**config.mk**
```make
export PLATFORM = sky130hd
export DESIGN_NAME = python_source_stripper_unit
export DESIGN_NICKNAME = d
export VERILOG_FILES = /design/src/hdl/pss_pkg.sv /design/src/hdl/pss_core.sv /design/src/hdl/pss_outbuf.sv /design/src/hdl/python_source_stripper_unit.sv
export SDC_FILE = /design/constraint.sdc
export NUM_CORES = 1
export LEC_CHECK = 0
export BUFFER_PORTS_ARGS = -buffer_cell sky130_fd_sc_hd__buf_2
export CAP_MARGIN = 10
export CELL_PAD_IN_SITES_DETAIL_PLACEMENT = 1
export CELL_PAD_IN_SITES_GLOBAL_PLACEMENT = 1
export CORE_ASPECT_RATIO = 0.75
export CORE_UTILIZATION = 47
export DETAILED_ROUTE_END_ITERATION = 8
export PLACE_DENSITY_LB_ADDON = 0.15
export SLEW_MARGIN = 20
export SYNTH_ARGS = -nofsm -noshare
export SYNTH_HDL_FRONTEND = slang
export SYNTH_SLANG_ARGS = --single-unit
export TNS_END_PERCENT = 1
```
**constraint.sdc**
```tcl
create_clock -name clk_i -period 4.8 [get_ports clk_i]
set_input_delay 0.72 -clock clk_i [delete_from_list [all_inputs] [get_ports clk_i]]
set_output_delay 0.72 -clock clk_i [all_outputs]
set_load 0.03 [all_outputs]
```
**src/hdl/pss_pkg.sv**
```systemverilog
`timescale 1ns / 1ps

package pss_pkg;

  // Width of the op, line and offset counters; the output count is one bit wider.
  localparam int CountBits = 20;
  localparam int TotBits   = CountBits + 1;

  typedef enum logic [1:0] {
    KindChar   = 2'd0,
    KindAttach = 2'd1,
    KindTerm   = 2'd2
  } kind_e;

  // One result as it leaves the block.
  typedef struct packed {
    kind_e                kind;
    logic [7:0]           out_char;
    logic [CountBits-1:0] op_number;
    logic [CountBits-1:0] line_number;
    logic [CountBits-1:0] offset;
    logic [TotBits-1:0]   total_count;
  } result_t;

  // Results of one core cycle. A second result, when present, is always a character.
  typedef struct packed {
    logic [1:0] count;
    logic       run_last;
    result_t    first;
    logic [7:0] second_char;
  } bundle_t;

endpackage

```
**src/hdl/pss_core.sv**
```systemverilog
`timescale 1ns / 1ps

module pss_core (
  input  logic             clk_i,
  input  logic             rst_ni,
  input  logic             item_valid_i,
  input  logic [7:0]       item_byte_i,
  input  logic             item_last_i,
  input  logic             push_ready_i,
  output logic             item_take_o,
  output logic             push_valid_o,
  output pss_pkg::bundle_t push_bundle_o
);
  import pss_pkg::*;

  localparam logic [7:0] ChNewline   = 8'h0A;
  localparam logic [7:0] ChTab       = 8'h09;
  localparam logic [7:0] ChSpace     = 8'h20;
  localparam logic [7:0] ChHash      = 8'h23;
  localparam logic [7:0] ChColon     = 8'h3A;
  localparam logic [7:0] ChDquote    = 8'h22;
  localparam logic [7:0] ChSquote    = 8'h27;
  localparam logic [7:0] ChBackslash = 8'h5C;

  typedef enum logic [3:0] {
    ModeNormal  = 4'b0001,
    ModeComment = 4'b0010,
    ModeString  = 4'b0100,
    ModeDoc     = 4'b1000
  } mode_e;

  function automatic logic [CountBits-1:0] sat_cnt(input logic [CountBits-1:0] x,
                                                   input logic [1:0] d);
    logic [CountBits:0] s;
    s = {1'b0, x} + {{(CountBits-1){1'b0}}, d};
    return s[CountBits] ? {CountBits{1'b1}} : s[CountBits-1:0];
  endfunction

  function automatic logic [TotBits-1:0] sat_tot(input logic [TotBits-1:0] x,
                                                 input logic [1:0] d);
    logic [TotBits:0] s;
    s = {1'b0, x} + {{(TotBits-1){1'b0}}, d};
    return s[TotBits] ? {TotBits{1'b1}} : s[TotBits-1:0];
  endfunction

  mode_e                mode_q, mode_d;
  logic [7:0]           quote_q, quote_d;
  logic                 esc_q, esc_d;
  logic [1:0]           qmc_q, qmc_d;
  logic [1:0][7:0]      la_q, la_d;
  logic [1:0]           fill_q, fill_d;
  logic                 als_q, als_d;
  logic                 be_q, be_d;
  logic [CountBits-1:0] line_q, line_d;
  logic [CountBits-1:0] op_q, op_d;
  logic [CountBits-1:0] off_q, off_d;
  logic [TotBits-1:0]   outc_q, outc_d;
  logic                 flush_q, flush_d;

  // Window of bytes seen by the byte processor.
  logic [2:0][7:0] qv;
  logic [1:0]      cnt;
  logic            has2;

  // Byte processor results.
  mode_e                p_mode;
  logic [7:0]           p_quote;
  logic                 p_esc;
  logic [1:0]           p_qmc;
  logic                 p_als;
  logic                 p_be;
  logic [CountBits-1:0] p_line;
  logic [CountBits-1:0] p_op;
  logic [TotBits-1:0]   p_outc;
  logic [1:0]           p_used;
  bundle_t              p_bundle;

  always_comb begin
    qv = '0;
    if (flush_q) begin
      qv[0] = la_q[0];
      qv[1] = la_q[1];
      cnt   = fill_q;
    end else begin
      unique case (fill_q)
        2'd0: begin
          qv[0] = item_byte_i;
        end
        2'd1: begin
          qv[0] = la_q[0];
          qv[1] = item_byte_i;
        end
        default: begin
          qv[0] = la_q[0];
          qv[1] = la_q[1];
          qv[2] = item_byte_i;
        end
      endcase
      cnt = fill_q + 2'd1;
    end
    has2 = !flush_q && (cnt == 2'd3);
  end

  // Process the head byte of the window.
  always_comb begin
    logic run_normal;
    logic [7:0] c;
    run_normal = 1'b0;
    c          = qv[0];
    p_mode     = mode_q;
    p_quote    = quote_q;
    p_esc      = esc_q;
    p_qmc      = qmc_q;
    p_als      = als_q;
    p_be       = be_q;
    p_line     = line_q;
    p_op       = op_q;
    p_outc     = outc_q;
    p_used     = 2'd1;
    p_bundle   = '0;

    unique case (mode_q)
      ModeNormal: begin
        run_normal = 1'b1;
      end
      ModeComment: begin
        if (c == ChNewline) begin
          p_mode     = ModeNormal;
          run_normal = 1'b1;
        end
      end
      ModeString: begin
        if (c == ChNewline) begin
          p_line = sat_cnt(line_q, 2'd1);
        end
        if (esc_q) begin
          p_esc = 1'b0;
        end else if (c == ChBackslash) begin
          p_esc = 1'b1;
        end else if (c == quote_q) begin
          p_mode = ModeNormal;
        end
      end
      ModeDoc: begin
        if (c == ChNewline) begin
          p_line = sat_cnt(line_q, 2'd1);
        end
        if (c == quote_q) begin
          if (qmc_q == 2'd2) begin
            p_qmc  = 2'd0;
            p_mode = ModeNormal;
          end else begin
            p_qmc = qmc_q + 2'd1;
          end
        end else begin
          p_qmc = 2'd0;
        end
      end
      default: begin
        p_mode     = ModeNormal;
        run_normal = 1'b1;
      end
    endcase

    if (run_normal) begin
      p_bundle.first.kind = KindChar;
      priority if (c == ChDquote || c == ChSquote) begin
        p_quote = c;
        if (has2 && qv[1] == c && qv[2] == c) begin
          p_mode = ModeDoc;
          p_qmc  = 2'd0;
          p_used = 2'd3;
        end else begin
          p_mode                  = ModeString;
          p_esc                   = 1'b0;
          p_bundle.count          = 2'd2;
          p_bundle.first.out_char = c;
          p_bundle.second_char    = c;
          p_outc                  = sat_tot(outc_q, 2'd2);
        end
      end else if (c == ChHash) begin
        p_mode = ModeComment;
      end else if (c == ChSpace || c == ChTab) begin
        if (als_q) begin
          p_be                    = 1'b1;
          p_bundle.count          = 2'd1;
          p_bundle.first.out_char = c;
          p_outc                  = sat_tot(outc_q, 2'd1);
        end else if (!be_q) begin
          p_be                    = 1'b1;
          p_bundle.count          = 2'd1;
          p_bundle.first.out_char = ChSpace;
          p_outc                  = sat_tot(outc_q, 2'd1);
        end
      end else if (c == ChNewline) begin
        p_op                       = sat_cnt(op_q, 2'd1);
        p_bundle.count             = 2'd2;
        p_bundle.first.kind        = KindAttach;
        p_bundle.first.op_number   = p_op;
        p_bundle.first.line_number = line_q;
        p_bundle.first.offset      = off_q;
        p_bundle.second_char       = c;
        p_line                     = sat_cnt(line_q, 2'd1);
        p_outc                     = sat_tot(outc_q, 2'd1);
        p_als                      = 1'b1;
      end else begin
        if (c == ChColon) begin
          p_op                       = sat_cnt(op_q, 2'd1);
          p_bundle.count             = 2'd2;
          p_bundle.first.kind        = KindAttach;
          p_bundle.first.op_number   = p_op;
          p_bundle.first.line_number = line_q;
          p_bundle.first.offset      = off_q;
          p_bundle.second_char       = c;
        end else begin
          p_bundle.count          = 2'd1;
          p_bundle.first.out_char = c;
        end
        p_als  = 1'b0;
        p_be   = 1'b0;
        p_outc = sat_tot(outc_q, 2'd1);
      end
    end
  end

  // Step control: buffer, process, flush and terminate.
  always_comb begin
    logic advance;
    logic do_proc;
    logic term;
    advance = item_valid_i && push_ready_i;
    do_proc = flush_q ? (fill_q != 2'd0) : (cnt == 2'd3 || item_last_i);
    term    = flush_q && (fill_q == 2'd0);

    mode_d        = mode_q;
    quote_d       = quote_q;
    esc_d         = esc_q;
    qmc_d         = qmc_q;
    la_d          = la_q;
    fill_d        = fill_q;
    als_d         = als_q;
    be_d          = be_q;
    line_d        = line_q;
    op_d          = op_q;
    off_d         = off_q;
    outc_d        = outc_q;
    flush_d       = flush_q;
    item_take_o   = 1'b0;
    push_bundle_o = '0;

    if (advance) begin
      if (term) begin
        push_bundle_o.count             = 2'd1;
        push_bundle_o.run_last          = 1'b1;
        push_bundle_o.first.kind        = KindTerm;
        push_bundle_o.first.total_count = sat_tot(outc_q, 2'd1);
        mode_d      = ModeNormal;
        quote_d     = '0;
        esc_d       = 1'b0;
        qmc_d       = 2'd0;
        fill_d      = 2'd0;
        als_d       = 1'b1;
        be_d        = 1'b0;
        line_d      = '0;
        op_d        = '0;
        off_d       = '0;
        outc_d      = '0;
        flush_d     = 1'b0;
        item_take_o = 1'b1;
      end else begin
        if (do_proc) begin
          mode_d        = p_mode;
          quote_d       = p_quote;
          esc_d         = p_esc;
          qmc_d         = p_qmc;
          als_d         = p_als;
          be_d          = p_be;
          line_d        = p_line;
          op_d          = p_op;
          outc_d        = p_outc;
          off_d         = sat_cnt(off_q, p_used);
          push_bundle_o = p_bundle;
          if (p_used == 2'd3) begin
            fill_d = 2'd0;
          end else begin
            la_d[0] = qv[1];
            la_d[1] = qv[2];
            fill_d  = cnt - 2'd1;
          end
        end else begin
          la_d[0] = qv[0];
          la_d[1] = qv[1];
          fill_d  = cnt;
        end
        // The last item's final result is its terminator.
        push_bundle_o.run_last = !item_last_i;
        if (!flush_q) begin
          if (item_last_i) begin
            flush_d = 1'b1;
          end else begin
            item_take_o = 1'b1;
          end
        end
      end
    end
    push_valid_o = advance && (push_bundle_o.count != 2'd0);
  end

  always_ff @(posedge clk_i or negedge rst_ni) begin
    if (!rst_ni) begin
      mode_q  <= ModeNormal;
      quote_q <= '0;
      esc_q   <= 1'b0;
      qmc_q   <= 2'd0;
      fill_q  <= 2'd0;
      als_q   <= 1'b1;
      be_q    <= 1'b0;
      line_q  <= '0;
      op_q    <= '0;
      off_q   <= '0;
      outc_q  <= '0;
      flush_q <= 1'b0;
    end else begin
      mode_q  <= mode_d;
      quote_q <= quote_d;
      esc_q   <= esc_d;
      qmc_q   <= qmc_d;
      fill_q  <= fill_d;
      als_q   <= als_d;
      be_q    <= be_d;
      line_q  <= line_d;
      op_q    <= op_d;
      off_q   <= off_d;
      outc_q  <= outc_d;
      flush_q <= flush_d;
    end
  end

  always_ff @(posedge clk_i) begin
    la_q <= la_d;
  end

endmodule

```
**src/hdl/pss_outbuf.sv**
```systemverilog
`timescale 1ns / 1ps

module pss_outbuf (
  input  logic             clk_i,
  input  logic             rst_ni,
  input  logic             push_valid_i,
  input  pss_pkg::bundle_t push_bundle_i,
  output logic             push_ready_o,
  output logic             out_valid_o,
  input  logic             out_stall_i,
  output pss_pkg::result_t out_result_o,
  output logic             out_run_last_o
);
  import pss_pkg::*;

  logic [1:0] cnt_q, cnt_d;
  logic       idx_q, idx_d;
  logic       rl_q, rl_d;
  result_t    first_q, first_d;
  logic [7:0] second_q, second_d;

  logic at_end;
  logic take;

  always_comb begin
    at_end         = idx_q || (cnt_q == 2'd1);
    out_valid_o    = (cnt_q != 2'd0);
    take           = out_valid_o && !out_stall_i;
    push_ready_o   = !out_valid_o || (take && at_end);
    out_run_last_o = rl_q && at_end;

    out_result_o = first_q;
    if (idx_q) begin
      out_result_o          = '0;
      out_result_o.kind     = KindChar;
      out_result_o.out_char = second_q;
    end

    cnt_d    = cnt_q;
    idx_d    = idx_q;
    rl_d     = rl_q;
    first_d  = first_q;
    second_d = second_q;
    if (push_valid_i) begin
      cnt_d    = push_bundle_i.count;
      idx_d    = 1'b0;
      rl_d     = push_bundle_i.run_last;
      first_d  = push_bundle_i.first;
      second_d = push_bundle_i.second_char;
    end else if (take) begin
      if (at_end) begin
        cnt_d = 2'd0;
      end else begin
        idx_d = 1'b1;
      end
    end
  end

  always_ff @(posedge clk_i or negedge rst_ni) begin
    if (!rst_ni) begin
      cnt_q <= 2'd0;
      idx_q <= 1'b0;
      rl_q  <= 1'b0;
    end else begin
      cnt_q <= cnt_d;
      idx_q <= idx_d;
      rl_q  <= rl_d;
    end
  end

  always_ff @(posedge clk_i) begin
    first_q  <= first_d;
    second_q <= second_d;
  end

endmodule

```
**src/hdl/python_source_stripper_unit.sv**
```systemverilog
`timescale 1ns / 1ps
// Python source stripper: takes source one byte per request and emits the stripped
// text, an attachment record for each newline and colon in code, and a terminator.
// Input channel: in_valid_i / in_stall_o with in_byte_i and in_last_i. Output channel:
// out_valid_o / out_stall_i with one result at a time; run_last_o marks the
// final result caused by an input byte.
// A byte is released two bytes later (triple-quote lookahead); in_last_i flushes the
// window and adds the terminator. Once a request is in the input register, the byte
// it releases goes through the core into the result register that drives out_valid_o.
// The core runs one byte per cycle while the result register can take its results;
// the output register shows one result per cycle while not stalled, so a byte
// that yields two results (quotes, newline, colon) shows them in turn. The final byte
// flushes up to three window bytes and then the terminator: up to seven results.
// Reset (rst_ni low, asynchronous) empties both registers and returns the stream
// state to the start of a file; the stream state is also reset after each terminator.
// When the receiver stalls, the current result holds; at most one more request is
// taken into the input register, after which in_stall_o rises until the output drains.
module python_source_stripper_unit (
  input  logic                           clk_i,
  input  logic                           rst_ni,
  input  logic                           in_valid_i,
  output logic                           in_stall_o,
  input  logic [7:0]                     in_byte_i,
  input  logic                           in_last_i,
  output logic                           out_valid_o,
  input  logic                           out_stall_i,
  output logic [1:0]                     kind_o,
  output logic [7:0]                     out_char_o,
  output logic [pss_pkg::CountBits-1:0]  op_number_o,
  output logic [pss_pkg::CountBits-1:0]  line_number_o,
  output logic [pss_pkg::CountBits-1:0]  offset_o,
  output logic [pss_pkg::CountBits:0]    total_count_o,
  output logic                           run_last_o
);
  import pss_pkg::*;

  // Input register: holds one request while the core works on it.
  logic       in_full_q, in_full_d;
  logic [7:0] in_byte_q, in_byte_d;
  logic       in_last_q, in_last_d;
  logic       accept;

  logic    item_take;
  logic    push_valid;
  logic    push_ready;
  bundle_t push_bundle;
  result_t out_result;

  assign in_stall_o = in_full_q && !item_take;
  assign accept     = in_valid_i && !in_stall_o;

  always_comb begin
    in_full_d = in_full_q;
    in_byte_d = in_byte_q;
    in_last_d = in_last_q;
    if (accept) begin
      in_full_d = 1'b1;
      in_byte_d = in_byte_i;
      in_last_d = in_last_i;
    end else if (item_take) begin
      in_full_d = 1'b0;
    end
  end

  always_ff @(posedge clk_i or negedge rst_ni) begin
    if (!rst_ni) begin
      in_full_q <= 1'b0;
    end else begin
      in_full_q <= in_full_d;
    end
  end

  always_ff @(posedge clk_i) begin
    in_byte_q <= in_byte_d;
    in_last_q <= in_last_d;
  end

  // Stream state, lookahead window and the per-byte rules.
  pss_core u_core (
    .clk_i         (clk_i),
    .rst_ni        (rst_ni),
    .item_valid_i  (in_full_q),
    .item_byte_i   (in_byte_q),
    .item_last_i   (in_last_q),
    .push_ready_i  (push_ready),
    .item_take_o   (item_take),
    .push_valid_o  (push_valid),
    .push_bundle_o (push_bundle)
  );

  // Result register: up to two results per core cycle, shown one at a time.
  pss_outbuf u_outbuf (
    .clk_i          (clk_i),
    .rst_ni         (rst_ni),
    .push_valid_i   (push_valid),
    .push_bundle_i  (push_bundle),
    .push_ready_o   (push_ready),
    .out_valid_o    (out_valid_o),
    .out_stall_i    (out_stall_i),
    .out_result_o   (out_result),
    .out_run_last_o (run_last_o)
  );

  assign kind_o        = out_result.kind;
  assign out_char_o    = out_result.out_char;
  assign op_number_o   = out_result.op_number;
  assign line_number_o = out_result.line_number;
  assign offset_o      = out_result.offset;
  assign total_count_o = out_result.total_count;

`ifndef NO_ASSERTIONS
  a_stall_needs_item : assert property (@(posedge clk_i) disable iff (!rst_ni)
    in_stall_o |-> in_full_q)
    else $error("input stalled with an empty input register");

  a_term_is_run_last : assert property (@(posedge clk_i) disable iff (!rst_ni)
    (out_valid_o && kind_o == KindTerm) |-> run_last_o)
    else $error("terminator without run_last");

  a_char_fields_clear : assert property (@(posedge clk_i) disable iff (!rst_ni)
    (out_valid_o && kind_o == KindChar) |->
      (op_number_o == '0 && line_number_o == '0 && offset_o == '0 && total_count_o == '0))
    else $error("character result carries record fields");
`endif

endmodule

```
==> flow_summary.json <==
{
  "period_needed_ns": 4.53,
  "grtUsageTotal_pct": 28.2,
  "routedWlPerCell_um": 21.1,
  "cts_resized": 0,
  "pre_cts_slack_ns": 0.396,
  "stdcell_count": 1912,
  "tightestPinTransition_ns": 1.02,
  "cp_num_buf_inv": 2,
  "antenna_found_initial": 0,
  "ctsRootBufferMaster": "clkbuf_16",
  "grt_max_degree": 95,
  "crit_fanout": 17,
  "core-area_um2": 27400,
  "hold_violations": 0,
  "fp.dieW_um": 196,
  "area_delta_synth_final_pct": 14.1,
  "dieHeight_um": 148,
  "num_rows": 52,
  "port_buffers": 106,
  "power.density_nw_per_um2": 780,
  "final_util_pct": 55.5,
  "tritoncts": "built",
  "syn_avg_cell_area_um2": 9.30,
  "setup_tns_ns": 0,
  "cts_buffer_depth": 3,
  "start_kind": "flip-flop",
  "start_util_pct": 48.6,
  "cp.arrival_ns": 4.98,
  "first_pass_iters": 5,
  "vias": 11500,
  "worstPathCellList": "inv_1 -> ha_1 -> inv_1 -> a311oi_1 -> nand4_1 -> or4_4 -> nor3b_1 -> and4b_1 -> xor2_1 -> ha_1 -> a31o_2 -> and4_1 -> a21oi_1 -> o211ai_1",
  "ctsHtreeMaxLevel": 1,
  "n_antenna_cell": 0,
  "critPathKind": "flip-flop to flip-flop",
  "first_iter_violations": 802,
  "intPower_mw": 6.29,
  "clock_latency_ns": 0.55,
  "finalPower_mw": 11.9,
  "drt_wl_total_um": 40300,
  "required_ns": 5.25,
  "synth-simple-area-share_pct": 23.0,
  "synth_cells": 1432,
  "ys_ff_latch": 230,
  "clkPwrFrac_pct": 18.0,
  "holdWs_ns": 0.197,
  "ioPinCount": 107,
  "max_freq_mhz": 221,
  "drc": 0,
  "yosysTopAreaCell": "edfxtp_1",
  "place_area_um2": 14300,
  "postCtsSetupBuffers": 0,
  "muxShareOfSynthArea_pct": 2.37,
  "yosys.area.top_type_share_pct": 27.9,
  "final_layout_size_suffix_gt1_share_pct": 15.2,
  "hp-class": "input pin to asynchronous set/reset pin",
  "ant_nets": 0,
  "synthAdderAreaFrac_pct": 0.845,
  "switchingPower_mw": 5.57,
  "dp_cells": 1864,
  "yosysSeqAreaShare_pct": 47.9,
  "fillers": 3104,
  "async_flop_share_pct": 46.1,
  "slew_headroom_pct": 31.6,
  "crit_path_max_incr_delay_ns": 0.58,
  "final_area_um2": 15200,
  "final_max_slew_viol_count": 0,
  "via_per_inst": 6.01,
  "rsz0062_at_grt": "no",
  "setup_violations": 0,
  "max_cap_violations": 0,
  "fin_crit_sh_pct": 94.3,
  "first_global_vias": 11800,
  "layout.nets": 1536,
  "hpwlAfterDp_um": 27800,
  "power.share.combinational_pct": 51.3,
  "synth_top_family_by_area": "simple AND/OR/NAND/NOR gates",
  "yosys-top-cells-area": "edfxtp_1, dfrtp_1, a21oi_1, o21ai_0, nor2b_1",
  "clock_sinks": 230,
  "synth.distinct_cells": 85,
  "synthesis.area_um2": 13300,
  "p_seq_share_pct": 30.7,
  "critical_path.top_delay_family": "simple AND/OR/NAND/NOR gates",
  "place.gp.congestion": 0.889,
  "multi_input_area_um2": 6350,
  "clkSlewWorstSetupHoldPaths_ns": 0.07,
  "synth_xor_area_share_pct": 3.75,
  "yosys_warnings": 0,
  "worst_slack_ns": 0.272,
  "skew_ns": 0.0131,
  "status": "finished clean",
  "synth_edf_count": 124,
  "synth_compound_area_share_pct": 17.6,
  "worstSetupEndpointType": "flip-flop",
  "hold_buffers": 0,
  "die_area_um2": 29000,
  "cts_buffers": 26,
  "grt.overflow.total": 0,
  "ir_drop_v": 0.000571,
  "swShare_pct": 47.0,
  "synth-main-ff-cell": "edfxtp_1",
  "total_leakage_power_nw": 6.24,
  "slowest_stage": "ha_1",
  "regArea_um2": 6380,
  "grt_pass1_wl_um": 65400
}
layer usage:
layer | vias up | wire length (µm) | share of wire [%] | global-route usage, %
met1 | 5834 | 19200 | 48 | 40.4
met3 | 46 | 1940 | 4.8 | 4.84
met2 | 275 | 18500 | 46 | 44.9
met5 | - | 0 | 0 | 0
met4 | 0 | 630 | 1.6 | 5.63
li1 | 5344 | - | - | -
cells in the mapped netlist (17+ instances only):
library cell,count
nor3_1,30
clkbuf_1,68
o21ai_0,120
dfrtp_1,104
a21oi_1,121
and3_1,70
nor2b_1,95
buf_2,17
nor2_1,110
and2_1,19
nand3_1,55
xor2_1,21
inv_1,42
nand4_1,20
xnor2_1,36
a31oi_1,23
edfxtp_1,124
nand2_1,108
area by class of cell:
cell class / count / area share (%)
multi-input cells: 1059 / 41.8
repair buffers: 154 / 6.04
well taps: 378 / 3.11
clock inverters: 10 / 1.16
flip-flops and latches: 230 / 42.0
inverters: 43 / 1.08
clock buffers: 38 / 4.78
worst reg2reg max path: stages (launching register included):
cell and delay, ns:
dfrtp_1 0.44, inv_1 0.11, ha_1 0.58, inv_1 0.22, a311oi_1 0.29, nand4_1 0.14, or4_4 0.55, nor3b_1 0.32
and4b_1 0.38, xor2_1 0.22, ha_1 0.20, a31o_2 0.30, and4_1 0.49, a21oi_1 0.09, o211ai_1 0.13
power groups by stage:
stage | combinational, mW | clock, mW | sequential, mW
after global placement | 5.87 | 0 | 3.61
after detailed placement | 6.06 | 0 | 3.65
final | 6.09 | 2.14 | 3.64
after global routing | 6.58 | 2.25 | 3.71
after floorplan | 4.33 | 0 | 3.37
after CTS | 6.09 | 2.17 | 3.62
state kept, by name, indices dropped and copies added (netlist names), 2 cells and up:
| signal | flops |
|---|---|
| u_outbuf.second_q | 8 |
| u_core.fill_q | 2 |
| u_core.off_q | 20 |
| u_core.quote_q | 8 |
| u_core.op_q | 20 |
| u_core.line_q | 20 |
| u_core.la_q | 16 |
| u_core.qmc_q | 2 |
| in_byte_q | 8 |
| u_core.outc_q | 21 |
| u_outbuf.cnt_q | 2 |
| u_core.mode_q | 4 |
| u_outbuf.first_q | 91 |
path summary, 6_finish.rpt:
check                                       start  depth (start not counted)                end  slack, ns
max in group asynchronous                  rst_ni                          2   u_core.mode_q[0]       3.62
worst min register to register  u_core.quote_q[0]                          2  u_core.quote_q[0]       0.51
worst max register to register   u_core.fill_q[0]                         14   u_core.off_q[11]       0.27
worst min-delay path                       rst_ni                          1   u_core.outc_q[6]       0.20
worst max-delay path             u_core.fill_q[0]                         14   u_core.off_q[11]       0.27
min in group clk_i                   in_byte_i[1]                          1       in_byte_q[1]       0.35
cells by family after synthesis:
group,count (synthesis)
adder cells (fa/ha/maj),9
flip-flops,230
AO/OA/AOI/OAI,384
multiplexers,29
XOR/XNOR,57
other,1
AND/OR/NAND/NOR,578
buffers and inverters,144
cell usage in the layout (no fill, tap or decap), types with 20 or more instances in the layout:
| master | synthesis | layout |
|---|---|---|
| edfxtp_1 | 124 | 124 |
| a21oi_1 | 121 | 121 |
| o21ai_0 | 120 | 119 |
| nor2_1 | 110 | 109 |
| nand2_1 | 108 | 108 |
| buf_2 | 17 | 105 |
| dfrtp_1 | 104 | 103 |
| nor2b_1 | 95 | 95 |
| and3_1 | 70 | 70 |
| nand3_1 | 55 | 55 |
| buf_4 | 3 | 47 |
| inv_1 | 42 | 42 |
| xnor2_1 | 36 | 36 |
| nor3_1 | 30 | 30 |
| clkbuf_16 | 0 | 27 |
| a31oi_1 | 23 | 23 |
| xor2_1 | 21 | 21 |
| nand4_1 | 20 | 20 |
No activity file was read; power rests on OpenSTA's default activity.
